===== config.mk =====
export PLATFORM = sky130hd
export DESIGN_NAME = decimal_integer_parser
export DESIGN_NICKNAME = d
export VERILOG_FILES = /design/src/rtl/dip_pkg.sv /design/src/rtl/dip_step.sv /design/src/rtl/dip_finish.sv /design/src/rtl/decimal_integer_parser.sv
export SDC_FILE = /design/constraint.sdc
export NUM_CORES = 1
export LEC_CHECK = 0
export ABC_AREA = 1
export BUFFER_PORTS_ARGS = -buffer_cell sky130_fd_sc_hd__buf_4
export CAP_MARGIN = 20
export CORE_ASPECT_RATIO = 1.2
export CORE_MARGIN = 4
export CORE_UTILIZATION = 47
export DETAILED_ROUTE_END_ITERATION = 8
export PLACE_DENSITY = 0.65
export SETUP_SLACK_MARGIN = 0.1
export SLEW_MARGIN = 20
export SYNTH_ARGS = -nofsm -noshare
export SYNTH_HDL_FRONTEND = slang
export SYNTH_SLANG_ARGS = --single-unit
export TNS_END_PERCENT = 1

===== constraint.sdc =====
create_clock -name clk -period 13.4 [get_ports clk]
set_input_delay 0 -clock clk [delete_from_list [all_inputs] [get_ports clk]]
set_output_delay 0 -clock clk [all_outputs]
set_load 0.02 [all_outputs]

===== src/rtl/dip_pkg.sv =====
// ============================================================================
// dip_pkg
// Shared types and constants for the decimal integer parser.
// ============================================================================
`default_nettype none

package dip_pkg;

  // Character codes
  localparam logic [7:0] CH_MINUS = 8'h2D;
  localparam logic [7:0] CH_PLUS  = 8'h2B;
  localparam logic [7:0] CH_ZERO  = 8'h30;
  localparam logic [7:0] CH_NINE  = 8'h39;

  // Number formats selected by result_kind
  localparam logic [1:0] KIND_S64 = 2'd0;
  localparam logic [1:0] KIND_S32 = 2'd1;
  localparam logic [1:0] KIND_U64 = 2'd2;

  // Configuration port
  localparam int unsigned CFG_AW = 3;
  localparam int unsigned CFG_DW = 32;
  localparam logic [CFG_AW-1:0] ADDR_RESULT_KIND = 3'd0;

  localparam int unsigned VAL_W = 64;
  localparam int unsigned ACC_X_W = VAL_W + 4;   // room for acc * 10 + 9

  typedef enum logic [1:0] {
    FAIL_NONE     = 2'd0,
    FAIL_EMPTY    = 2'd1,
    FAIL_NONDIGIT = 2'd2,
    FAIL_RANGE    = 2'd3
  } fail_t;

  // State of one finished string, handed to the output stage
  typedef struct packed {
    logic [VAL_W-1:0] acc;
    logic             neg;
    logic             saw_digit;
    fail_t            code;
    logic [1:0]       kind;
  } fin_t;

endpackage

`default_nettype wire


===== src/rtl/dip_step.sv =====
// ============================================================================
// dip_step
// Per-character state update: sign, digit accumulate with limit check,
// sticky failure. Registers the record of each finished string.
// ============================================================================
`default_nettype none

module dip_step (
  input  wire logic         clk,
  input  wire logic         rst_n,
  input  wire logic         item_valid,
  input  wire logic [7:0]   item_char,
  input  wire logic         item_last,
  input  wire logic         item_empty,
  input  wire logic [1:0]   kind,
  input  wire logic         fin_ready,
  output logic              item_take,
  output logic              fin_valid,
  output dip_pkg::fin_t     fin
);
  import dip_pkg::*;

  logic [VAL_W-1:0]   acc_r, acc_nxt;
  logic               neg_r, neg_nxt;
  logic               start_r, start_nxt;
  logic               saw_r, saw_nxt;
  fail_t              code_r, code_nxt;
  logic               fin_valid_r, fin_valid_nxt;
  fin_t               fin_r, fin_nxt;

  logic               uns;
  logic               is_sign;
  logic               is_digit;
  logic [3:0]         digit;
  logic [ACC_X_W-1:0] acc_x;
  logic [ACC_X_W-1:0] sum;
  logic [ACC_X_W-1:0] limit;
  logic               ends;

  assign uns      = kind[1];
  assign is_sign  = (item_char == CH_MINUS) || (item_char == CH_PLUS);
  assign is_digit = (item_char >= CH_ZERO) && (item_char <= CH_NINE);
  assign digit    = 4'(item_char - CH_ZERO);
  assign acc_x    = {4'b0, acc_r};
  assign sum      = (acc_x << 3) + (acc_x << 1) + {{(ACC_X_W-4){1'b0}}, digit};
  assign ends     = item_empty || item_last;

  always_comb begin
    if (uns) begin
      limit = {4'b0, {VAL_W{1'b1}}};
    end else if (neg_r) begin
      limit = {4'b0, 1'b1, {(VAL_W-1){1'b0}}};
    end else begin
      limit = {5'b0, {(VAL_W-1){1'b1}}};
    end
  end

  assign item_take = item_valid && (!fin_valid_r || fin_ready);

  always_comb begin
    acc_nxt       = acc_r;
    neg_nxt       = neg_r;
    start_nxt     = start_r;
    saw_nxt       = saw_r;
    code_nxt      = code_r;
    fin_nxt       = fin_r;
    fin_valid_nxt = fin_valid_r && !fin_ready;

    if (item_take) begin
      if (!item_empty) begin
        start_nxt = 1'b0;
        if (code_r == FAIL_NONE) begin
          if (start_r && !uns && is_sign) begin
            neg_nxt = (item_char == CH_MINUS);
          end else if (!is_digit) begin
            code_nxt = FAIL_NONDIGIT;
          end else if (sum > limit) begin
            code_nxt = FAIL_RANGE;
          end else begin
            acc_nxt = sum[VAL_W-1:0];
            saw_nxt = 1'b1;
          end
        end
      end

      if (ends) begin
        // Hand off the string and start clean for the next one
        fin_nxt.acc       = acc_nxt;
        fin_nxt.neg       = neg_nxt;
        fin_nxt.saw_digit = saw_nxt;
        fin_nxt.code      = code_nxt;
        fin_nxt.kind      = kind;
        fin_valid_nxt     = 1'b1;
        acc_nxt           = '0;
        neg_nxt           = 1'b0;
        start_nxt         = 1'b1;
        saw_nxt           = 1'b0;
        code_nxt          = FAIL_NONE;
      end
    end
  end

  always_ff @(posedge clk) begin
    if (!rst_n) begin
      acc_r       <= '0;
      neg_r       <= 1'b0;
      start_r     <= 1'b1;
      saw_r       <= 1'b0;
      code_r      <= FAIL_NONE;
      fin_valid_r <= 1'b0;
    end else begin
      acc_r       <= acc_nxt;
      neg_r       <= neg_nxt;
      start_r     <= start_nxt;
      saw_r       <= saw_nxt;
      code_r      <= code_nxt;
      fin_valid_r <= fin_valid_nxt;
    end
  end

  always_ff @(posedge clk) begin
    fin_r <= fin_nxt;
  end

  assign fin_valid = fin_valid_r;
  assign fin       = fin_r;

endmodule

`default_nettype wire


===== src/rtl/dip_finish.sv =====
// ============================================================================
// dip_finish
// Final sign apply, empty and 32-bit range checks; holds the result register.
// ============================================================================
`default_nettype none

module dip_finish (
  input  wire logic            clk,
  input  wire logic            rst_n,
  input  wire logic            fin_valid,
  input  wire dip_pkg::fin_t   fin,
  output logic                 fin_ready,
  output logic                 res_valid,
  input  wire logic            res_stall,
  output logic [63:0]          res_value,
  output logic                 res_ok,
  output logic [1:0]           res_reason
);
  import dip_pkg::*;

  logic             valid_r, valid_nxt;
  logic [VAL_W-1:0] value_r, value_nxt;
  fail_t            reason_r, reason_nxt;

  fail_t            code;
  logic [VAL_W-1:0] signed_val;
  logic [VAL_W-1:0] lim32;

  assign fin_ready = !valid_r || !res_stall;

  assign signed_val = fin.neg ? (VAL_W'(0) - fin.acc) : fin.acc;
  assign lim32 = fin.neg ? VAL_W'(64'h0000_0000_8000_0000)
                         : VAL_W'(64'h0000_0000_7FFF_FFFF);

  always_comb begin
    code = fin.code;
    if ((code == FAIL_NONE) && !fin.saw_digit) begin
      code = FAIL_EMPTY;
    end
    if ((code == FAIL_NONE) && (fin.kind == KIND_S32) && (fin.acc > lim32)) begin
      code = FAIL_RANGE;
    end
  end

  always_comb begin
    valid_nxt  = valid_r && res_stall;
    value_nxt  = value_r;
    reason_nxt = reason_r;
    if (fin_ready && fin_valid) begin
      valid_nxt  = 1'b1;
      reason_nxt = code;
      if (code != FAIL_NONE) begin
        value_nxt = '0;
      end else if (fin.kind[1]) begin
        value_nxt = fin.acc;
      end else begin
        value_nxt = signed_val;
      end
    end
  end

  always_ff @(posedge clk) begin
    if (!rst_n) begin
      valid_r <= 1'b0;
    end else begin
      valid_r <= valid_nxt;
    end
  end

  always_ff @(posedge clk) begin
    value_r  <= value_nxt;
    reason_r <= reason_nxt;
  end

  assign res_valid  = valid_r;
  assign res_value  = value_r;
  assign res_ok     = (reason_r == FAIL_NONE);
  assign res_reason = reason_r;

endmodule

`default_nettype wire


===== src/rtl/decimal_integer_parser.sv =====
// ============================================================================
// decimal_integer_parser
// Streams ASCII decimal strings one byte per transfer and returns one result
// per string: the value as a 64-bit pattern plus ok and a failure reason.
// ============================================================================
// Path: the byte that ends a string passes through the input register, then
//   the state update and its finished-string register, then the result register.
// Throughput: one byte per cycle; the accumulate (acc * 10 + digit with limit
//   compare) is combinational on the state registers. A stalled result
//   register holds back the input once a second finished string waits.
// Reset: synchronous, active low; clears all valids, the string state and
//   result_kind (signed 64-bit).
`default_nettype none

module decimal_integer_parser (
  input  wire logic                      clk,
  input  wire logic                      rst_n,
  // Input channel
  input  wire logic                      in_valid,
  output logic                           in_stall,
  input  wire logic [7:0]                in_char_code,
  input  wire logic                      in_is_last,
  input  wire logic                      in_is_empty,
  // Result channel
  output logic                           out_valid,
  input  wire logic                      out_stall,
  output logic [63:0]                    out_value_bits,
  output logic                           out_ok,
  output logic [1:0]                     out_fail_reason,
  // Configuration port
  input  wire logic                      cfg_psel,
  input  wire logic                      cfg_penable,
  input  wire logic                      cfg_pwrite,
  input  wire logic [dip_pkg::CFG_AW-1:0] cfg_paddr,
  input  wire logic [dip_pkg::CFG_DW-1:0] cfg_pwdata,
  output logic [dip_pkg::CFG_DW-1:0]     cfg_prdata,
  output logic                           cfg_pready
);
  import dip_pkg::*;

  // --------------------------------------------------------------------------
  // Configuration: a single register, result_kind, at addresses 0 to 3.
  // --------------------------------------------------------------------------
  logic [1:0] kind_r, kind_nxt;
  logic       cfg_wr;

  assign cfg_pready = 1'b1;
  assign cfg_wr     = cfg_psel && cfg_penable && cfg_pwrite && cfg_pready;

  always_comb begin
    kind_nxt = kind_r;
    if (cfg_wr && (cfg_paddr[CFG_AW-1] == ADDR_RESULT_KIND[CFG_AW-1])) begin
      kind_nxt = cfg_pwdata[1:0];
    end
  end

  always_comb begin
    cfg_prdata = '0;
    if (cfg_paddr[CFG_AW-1] == ADDR_RESULT_KIND[CFG_AW-1]) begin
      cfg_prdata = {{(CFG_DW-2){1'b0}}, kind_r};
    end
  end

  always_ff @(posedge clk) begin
    if (!rst_n) begin
      kind_r <= KIND_S64;
    end else begin
      kind_r <= kind_nxt;
    end
  end

  // --------------------------------------------------------------------------
  // Input register. Hold the byte until the step stage takes it; the step
  // stage refuses any byte while a finished string is still waiting on a
  // stalled result register, otherwise bytes keep flowing every cycle.
  // --------------------------------------------------------------------------
  logic       s1_valid_r, s1_valid_nxt;
  logic [7:0] s1_char_r, s1_char_nxt;
  logic       s1_last_r, s1_last_nxt;
  logic       s1_empty_r, s1_empty_nxt;
  logic       s1_take;
  logic       in_xfer;

  assign in_stall = s1_valid_r && !s1_take;
  assign in_xfer  = in_valid && !in_stall;

  always_comb begin
    s1_valid_nxt = s1_valid_r && !s1_take;
    s1_char_nxt  = s1_char_r;
    s1_last_nxt  = s1_last_r;
    s1_empty_nxt = s1_empty_r;
    if (in_xfer) begin
      s1_valid_nxt = 1'b1;
      s1_char_nxt  = in_char_code;
      s1_last_nxt  = in_is_last;
      s1_empty_nxt = in_is_empty;
    end
  end

  always_ff @(posedge clk) begin
    if (!rst_n) begin
      s1_valid_r <= 1'b0;
    end else begin
      s1_valid_r <= s1_valid_nxt;
    end
  end

  always_ff @(posedge clk) begin
    s1_char_r  <= s1_char_nxt;
    s1_last_r  <= s1_last_nxt;
    s1_empty_r <= s1_empty_nxt;
  end

  // --------------------------------------------------------------------------
  // Step stage: string state and the record of each finished string.
  // --------------------------------------------------------------------------
  logic fin_valid;
  logic fin_ready;
  fin_t fin;

  dip_step u_step (
    .clk        (clk),
    .rst_n      (rst_n),
    .item_valid (s1_valid_r),
    .item_char  (s1_char_r),
    .item_last  (s1_last_r),
    .item_empty (s1_empty_r),
    .kind       (kind_r),
    .fin_ready  (fin_ready),
    .item_take  (s1_take),
    .fin_valid  (fin_valid),
    .fin        (fin)
  );

  // --------------------------------------------------------------------------
  // Finish stage: apply sign and range checks, drive the result register.
  // --------------------------------------------------------------------------
  dip_finish u_finish (
    .clk        (clk),
    .rst_n      (rst_n),
    .fin_valid  (fin_valid),
    .fin        (fin),
    .fin_ready  (fin_ready),
    .res_valid  (out_valid),
    .res_stall  (out_stall),
    .res_value  (out_value_bits),
    .res_ok     (out_ok),
    .res_reason (out_fail_reason)
  );

  // --------------------------------------------------------------------------
  // Assertions
  // --------------------------------------------------------------------------
  // A failed result always carries a zero value.
  a_fail_zero: assert property (@(posedge clk) disable iff (!rst_n)
    (out_valid && !out_ok) |-> (out_value_bits == 64'd0))
    else $error("failed result carries a nonzero value");

  // ok and the failure reason agree.
  a_ok_reason: assert property (@(posedge clk) disable iff (!rst_n)
    out_valid |-> (out_ok == (out_fail_reason == FAIL_NONE)))
    else $error("ok disagrees with failure reason");

  // An empty input register never pushes back.
  a_no_stall_empty: assert property (@(posedge clk) disable iff (!rst_n)
    !s1_valid_r |-> !in_stall)
    else $error("input stalled with empty input register");

  // A pending finished string is not dropped while the result register waits.
  a_fin_held: assert property (@(posedge clk) disable iff (!rst_n)
    (fin_valid && out_valid && out_stall) |=> fin_valid)
    else $error("finished string lost under output stall");

endmodule

`default_nettype wire

== Yosys cells after proc, flatten, opt, wreduce, memory -nomap -nowiden ==
Index checks and enable logic that the tools add are counted.
W data, S select, Z words.

* Register bits after elaboration: 220
* Bits in latches: 0
* Bits in writable memories: 0
* Bits in read-only memories: 0
* Input bits: 52
* Output and inout port bits: 102
* Word-level logic and storage cells: 102
* Memories kept: 0

* Add/subtract/negate cells: 4
* $mul: 0
* Divide/modulo/power cells: 0
* Magnitude comparators: 4
* Equality and inequality tests: 4
* Shifts and indexed selects: 0
* Mux-type cells: 36
* Bitwise logic cells: 1
* Reductions and logical operators: 34

{| class="wikitable"
|+ Operators by type and width
! operator !! number
|-
| $mux W64 || 10
|-
| $add A67 B65 Y68 || 1
|-
| $add A68 B4 Y68 || 1
|-
| $gt A68 B68 Y1 || 1
|-
| $gt A64 B64 Y1 || 1
|-
| $sub A1 B64 Y64 const A || 1
|-
| $mux W32 || 1
|-
| $mux W2 || 9
|-
| $eq A8 B6 Y1 const B || 2
|-
| $mux W1 || 16
|-
| $logic_and A1 B1 Y1 || 15
|-
| $ge A8 B6 Y1 const B || 1
|-
| $le A8 B6 Y1 const B || 1
|-
| $logic_not A1 Y1 || 8
|-
| $logic_not A2 Y1 || 4
|-
| $logic_or A1 B1 Y1 || 4
|-
| $reduce_and A2 Y1 || 2
|-
| $sub A4 B1 Y4 const B || 1
|-
| $eq A2 B1 Y1 const B || 1
|-
| $ne A2 B1 Y1 const B || 1
|-
| $reduce_bool A2 Y1 || 1
|-
| $not A1 Y1 || 1
|}

== Longest topological paths before layout ==
* Depth after elaboration: 9
* Depth in mapped cells: 35
* Mapped depth without buffers: 34

== By module ==
From an unflattened synthesis, not the netlist that was laid out.

* Cells, all modules: 2859
* Area total of the unflattened synthesis: 19931.6 um2

{| class="wikitable"
|+ By module, submodules not included
! module !! instances !! cells an instance !! area an instance (um2) !! seq. area each (um2)
|-
| dip_step || 1 || 2051 || 13748.2 || 3503.4
|-
| dip_finish || 1 || 735 || 5470.2 || 2001.9
|-
| decimal_integer_parser || 1 || 73 || 713.2 || 360.3
|}

== Worst setup path after synthesis ==
Ideal clock, no wire load.

* Path type: register to register
* From: register u_step.neg_r
* To: register u_step.fin_r (netlist bit u_step.fin[21]), data pin
* Library setup time: 0.250 ns
* Data arrival time: 4.933 ns
* Data required time: 13.150 ns
* Slack: 8.217 ns
* Stages on the path, launching flop included: 23
* Path buffers: 2
* Period minus slack after synthesis: 5.183 ns
* Cell sequence: dfxtp_1 > inv_1 > nor2_1 > ha_1 > nand2_1 > nor2_1 > a21boi_0 > nor2_1 > nand2_1 > nor2_1 > nand2_1 > nand2_1 > nand2_1 > nand2_1 > nand2_1 > nand2_1 > nand2_1 > nand2_1 > buf_2 > buf_1 > nand4_1 > nand2_1 > inv_1

* Longest elaborated chain between the ends: 8

{| class="wikitable"
|+ RTL lines
! item !! RTL line !! source
|-
| start, declared || dip_step.sv:24 || <nowiki>logic neg_r, neg_nxt;</nowiki>
|-
| start signal, assigned || dip_step.sv:113 || <nowiki>neg_r <= neg_nxt;</nowiki>
|-
| $mux W64 || dip_step.sv:51 || <nowiki>end else if (neg_r) begin</nowiki>
|-
| $mux W64 || dip_step.sv:49 || <nowiki>if (uns) begin</nowiki>
|-
| $gt A68 B68 Y1 || dip_step.sv:77 || <nowiki>end else if (sum > limit) begin</nowiki>
|-
| $mux W64 || dip_step.sv:77 ||
|-
| $mux W64 || dip_step.sv:75 || <nowiki>end else if (!is_digit) begin</nowiki>
|-
| $mux W64 || dip_step.sv:73 || <nowiki>if (start_r && !uns && is_sign) begin</nowiki>
|-
| $mux W64 || dip_step.sv:72 || <nowiki>if (code_r == FAIL_NONE) begin</nowiki>
|-
| $mux W64 || dip_step.sv:70 || <nowiki>if (!item_empty) begin</nowiki>
|-
| end signal, assigned || dip_step.sv:122 || <nowiki>fin_r <= fin_nxt;</nowiki>
|-
| end, declared || dip_step.sv:29 || <nowiki>fin_t fin_r, fin_nxt;</nowiki>
|}

No other way between the ends.
A chain may end at the register's enable or synchronous reset.

== Worst setup path in the final report ==
* From: register u_step.acc_r[14]
* To: register u_step.acc_r[58]

* Longest elaborated chain between the ends: 9

{| class="wikitable"
|+ RTL lines
! item !! RTL line !! source
|-
| start, declared || dip_step.sv:23 || <nowiki>logic [VAL_W-1:0] acc_r, acc_nxt;</nowiki>
|-
| start signal, assigned || dip_step.sv:112 || <nowiki>acc_r <= acc_nxt;</nowiki>
|-
| $add A67 B65 Y68 (*) || dip_step.sv:45 || <nowiki>assign sum = (acc_x << 3) + (acc_x << 1) + {{(ACC_X_W-4){1'b0}}, digit};</nowiki>
|-
| $add A68 B4 Y68 (*) || dip_step.sv:45 ||
|-
| $gt A68 B68 Y1 || dip_step.sv:77 ||
|-
| $mux W64 (*) || dip_step.sv:77 ||
|-
| $mux W64 (*) || dip_step.sv:75 ||
|-
| $mux W64 (*) || dip_step.sv:73 ||
|-
| $mux W64 (*) || dip_step.sv:72 ||
|-
| $mux W64 (*) || dip_step.sv:70 ||
|-
| $mux W64 (*) || dip_step.sv:86 || <nowiki>if (ends) begin</nowiki>
|}

Every way passes the cells marked *; elsewhere a longest branch is shown, timed or not.

==> results by stage <==
Power and ir drop:
- VDD sags by at most 0.0000740 V.
- In this run the power density over the cells is 71.7 mW/mm2.
- The leakage component of the power is 10.2 nW.
- The sum of internal, switching and leakage power is 1.49 mW.

Place:
- At the placement stage, the worst setup path has a slack of 7.05 ns.
- After detailed placement, the total cell area comes to 0.0198 mm2.
- The final weighted congestion in routability-driven placement is 0.902.
- The number of input and output port buffers inserted is 90.
- The HPWL after detailed placement is 41000 um.
- After detailed placement, the design holds a cell count of 3147.

Routing:
- The via-per-instance ratio is 5.29.
- The detailed-router iteration count before antenna repair is 5.
- The via count is 17000.
- In this run, the number of DRC markers left after iteration 0 of detailed routing was 1333.
- The count of nets left with antenna violations once routing finished came out at 0.
- Dividing the detail-routed wire length by the instance count gives 16.1 um.
- The total wirelength of the detailed-routed design is 51700 um.
- The remaining routing DRC violations is 0.

Die:
- The placeable core region is 0.0391 mm2.
- The floorplan has 79 rows.
- The initial utilization of the core area, before any placement, comes to 47.9%.
- The full die area is 0.0432 mm2.
- The die outline width is 190 um.
- The die span in y is 227 um.
- In this run the count of I/O pins placed on the die edge is 154.

Final layout:
- The count of nets after finishing is 2944.
- The post-route netlist has 9.55% of its cells at a drive strength greater than 1.
- Leaving out fill and tap cells, the most frequent cell in the layout is nand2_1.
- For this run, the share of the core covered by cells in the final layout is 53.0%.
- The antenna diode instance count is 0.
- The area of all placed cells without fillers is 0.0208 mm2.
- In the layout the commonest cells are nand2_1, inv_1, nor2_1, ha_1, a21oi_1.
- The count of cells in the finished layout, fillers not included, comes to 3208.
- Compared with the post-synthesis result, the final layout area differs by 10.7%.

Global routing:
- The first global-routing pass estimated 83300 um of wire.
- Entering global routing, the biggest net connects 72 pins.
- The number of antenna violations at the first check in global routing came to 0.
- The total overflow reported by the global router is 0.
- The number of global-route vias before repair came to 16100.
- Across every metal layer, demand over resource in global routing totals 23.6%.

Setup path:
- For this run, the slowest stage of the critical path takes 0.80 ns.
- The largest fanout on the critical path is 66.
- The largest individual stage delay along the critical path comes from the cell nand3_4.
- The kind of launch point of the worst setup path is a flip-flop.
- The data required time of the worst path is 13.75 ns.
- The setup check on the worst reg-to-reg path leaves a slack of 6.87 ns.
- At the worst endpoint, the arrival time is 6.88 ns.
- The dominant cell type by count on the critical path is nand2_1.
- The type of element capturing the critical path is a flip-flop.
- The setup path with the least slack is of type reg -> reg.

Clocking:
- Clock-pin slew was measured on the worst setup and hold paths at 0.07 ns.
- The number of buffers created by CTS is 22.
- The clock tree from TritonCTS is done.
- Clock latency on the worst-skew pair, taken at its later pin, is 0.51 ns.
- CTS saw 220 sinks.
- The level count of the clock H-tree is 1.
- Counting along the longest clock path gives a buffer depth of 3.
- The clock root buffer is clkbuf_16.

Synth:
- The synthesized design contains 220 register bits.
- The synthesized netlist contains 55 unique library cells.
- After technology mapping, the gate count stands at 2581.
- The yosys synthesis warning count is 0.
- Each instance of the synthesized netlist takes up on average 7.26 um2.
- The sequential fraction of the synthesis area is 31.3%.
- The synthesized netlist occupies a cell area of 0.0188 mm2.

Job:
- The number of maximum-capacitance constraint violations is 0.

Timing:
- The worst path uses 48.7% of the clock period.
- The final hold violation count is 0.
- Hold timing on the final database bottoms out at a slack of 0.207 ns.
- The number of slew-limit violations in the final report is 0.
- The number of setup violations in the final report is 0.
- Timing would allow up to 0.153 GHz.
- The aggregate negative setup slack is 0 ns.
- The post-route worst setup slack is 6.87 ns.
- The worst clock skew is 0.0164 ns.
- Setup repair after global routing left no endpoint under its margin.
- At the pin with the least slew margin, the transition time is 0.853 ns.
- The post-layout minimum cycle time is 6.53 ns.
- The normalized max-slew margin is 42.9%.

Status:
- The run finished with clean final reports.

Worst hold path:
- The class of the tightest hold or removal check is in -> reg.
## report_power, final
part	leakage, nW	internal [mW]	switching (mW)	total [mW]
registers	2.00	0.736	0.0117	0.748
logic	7.86	0.0310	0.0630	0.0940
clock network	0.376	0.384	0.261	0.645
## cell usage after synthesis, drive strengths merged
master | number | area [um2]
inv | 313 | 1170
a21o | 7 | 52.6
nand3 | 99 | 541
clkinv | 2 | 7.51
xnor2 | 23 | 201
xor2 | 66 | 578
dfxtp | 74 | 1480
a211oi | 3 | 22.5
o21a | 4 | 30.0
fa | 2 | 40.0
conb | 2 | 7.51
o32ai | 1 | 8.76
and3 | 3 | 18.8
nand2 | 731 | 2780
a22oi | 1 | 7.51
o31ai | 3 | 22.5
nand4 | 81 | 507
edfxtp | 146 | 4380
or2 | 18 | 113
nor3b | 4 | 40.0
or3b | 1 | 8.76
nand3b | 3 | 22.5
o21bai | 17 | 128
o21ai | 68 | 344
a21oi | 229 | 1260
a31oi | 7 | 43.8
o211ai | 5 | 37.5
ha | 224 | 2800
a21boi | 5 | 37.5
nor3 | 35 | 195
clkbuf | 29 | 109
o41ai | 2 | 17.5
nor4 | 21 | 131
a31o | 1 | 8.76
o2111ai | 4 | 35.0
nor2 | 285 | 1110
buf | 62 | 440
## worst paths after layout
kind / to / from / cells after the start
worst max-delay path: u_step.acc_r[58] / u_step.acc_r[14] / 27
worst min-delay path: s1_char_r[1] / in_char_code[1] / 2
worst max register to register: u_step.acc_r[58] / u_step.acc_r[14] / 27
worst min register to register: u_step.fin[0] / kind_r[0] / 0
## critical path: cells and delay by family (launching register included)
kind / cells / cell delay, ns
buffers and inverters: 4 / 0.84
adder cells (fa/ha/maj): 3 / 0.96
AO/OA/AOI/OAI: 2 / 0.53
XOR/XNOR: 1 / 0.28
AND/OR/NAND/NOR: 17 / 3.19
flip-flops: 1 / 0.46
## kinds of logic (layout without fill, tap and decap cells)
logic type               Yosys count  after routing  synth area share, %
AND/OR/NAND/NOR                 1281           1281                 29.2
buffers and inverters            406            478                 9.24
AO/OA/AOI/OAI                    357            357                 11.0
adder cells (fa/ha/maj)          226            226                 15.2
flip-flops                       220            220                 31.3
XOR/XNOR                          89             89                 4.16
other                              2             31               0.0401
## timing repair
item | in CTS | in global routing
buffers inserted | 0 | 0
endpoints found under the hold margin | 29 | 0
gates resized for setup | 0 | 0
hold buffers | 21 | 0
endpoints found under the setup margin | 0 | 0
## flip-flops by register name, summed over array words and instances (netlist names)
register and count:
u_step.acc_r 64, u_step.fin_valid 1, u_step.code_r 2, u_step.saw_r 1, s1_empty_r 1, s1_char_r 8
u_step.neg_r 1, u_finish.res_valid 1, u_step.start_r 1, u_finish.res_reason 2, s1_last_r 1, u_finish.res_value 64
kind_r 2, s1_valid_r 1, u_step.fin 70
## layer usage
layer	track usage (%)	vias up	wire, um
met5	0	-	0
met4	6.47	0	1340
met3	2.06	63	2700
met2	38.7	460	23200
met1	33.7	7758	24400
li1	-	8678	-
## final cells by class
class | instances | area [um2]
Tap cell | 526 | 658
Inverter | 315 | 1180
Fill cell | 3883 | 18400
Clock buffer | 31 | 657
Clock inverter | 9 | 113
Sequential cell | 220 | 5870
Multi-Input combinational cell | 1984 | 11300
Timing Repair Buffer | 123 | 976
No activity file was read; power rests on OpenSTA's default activity.
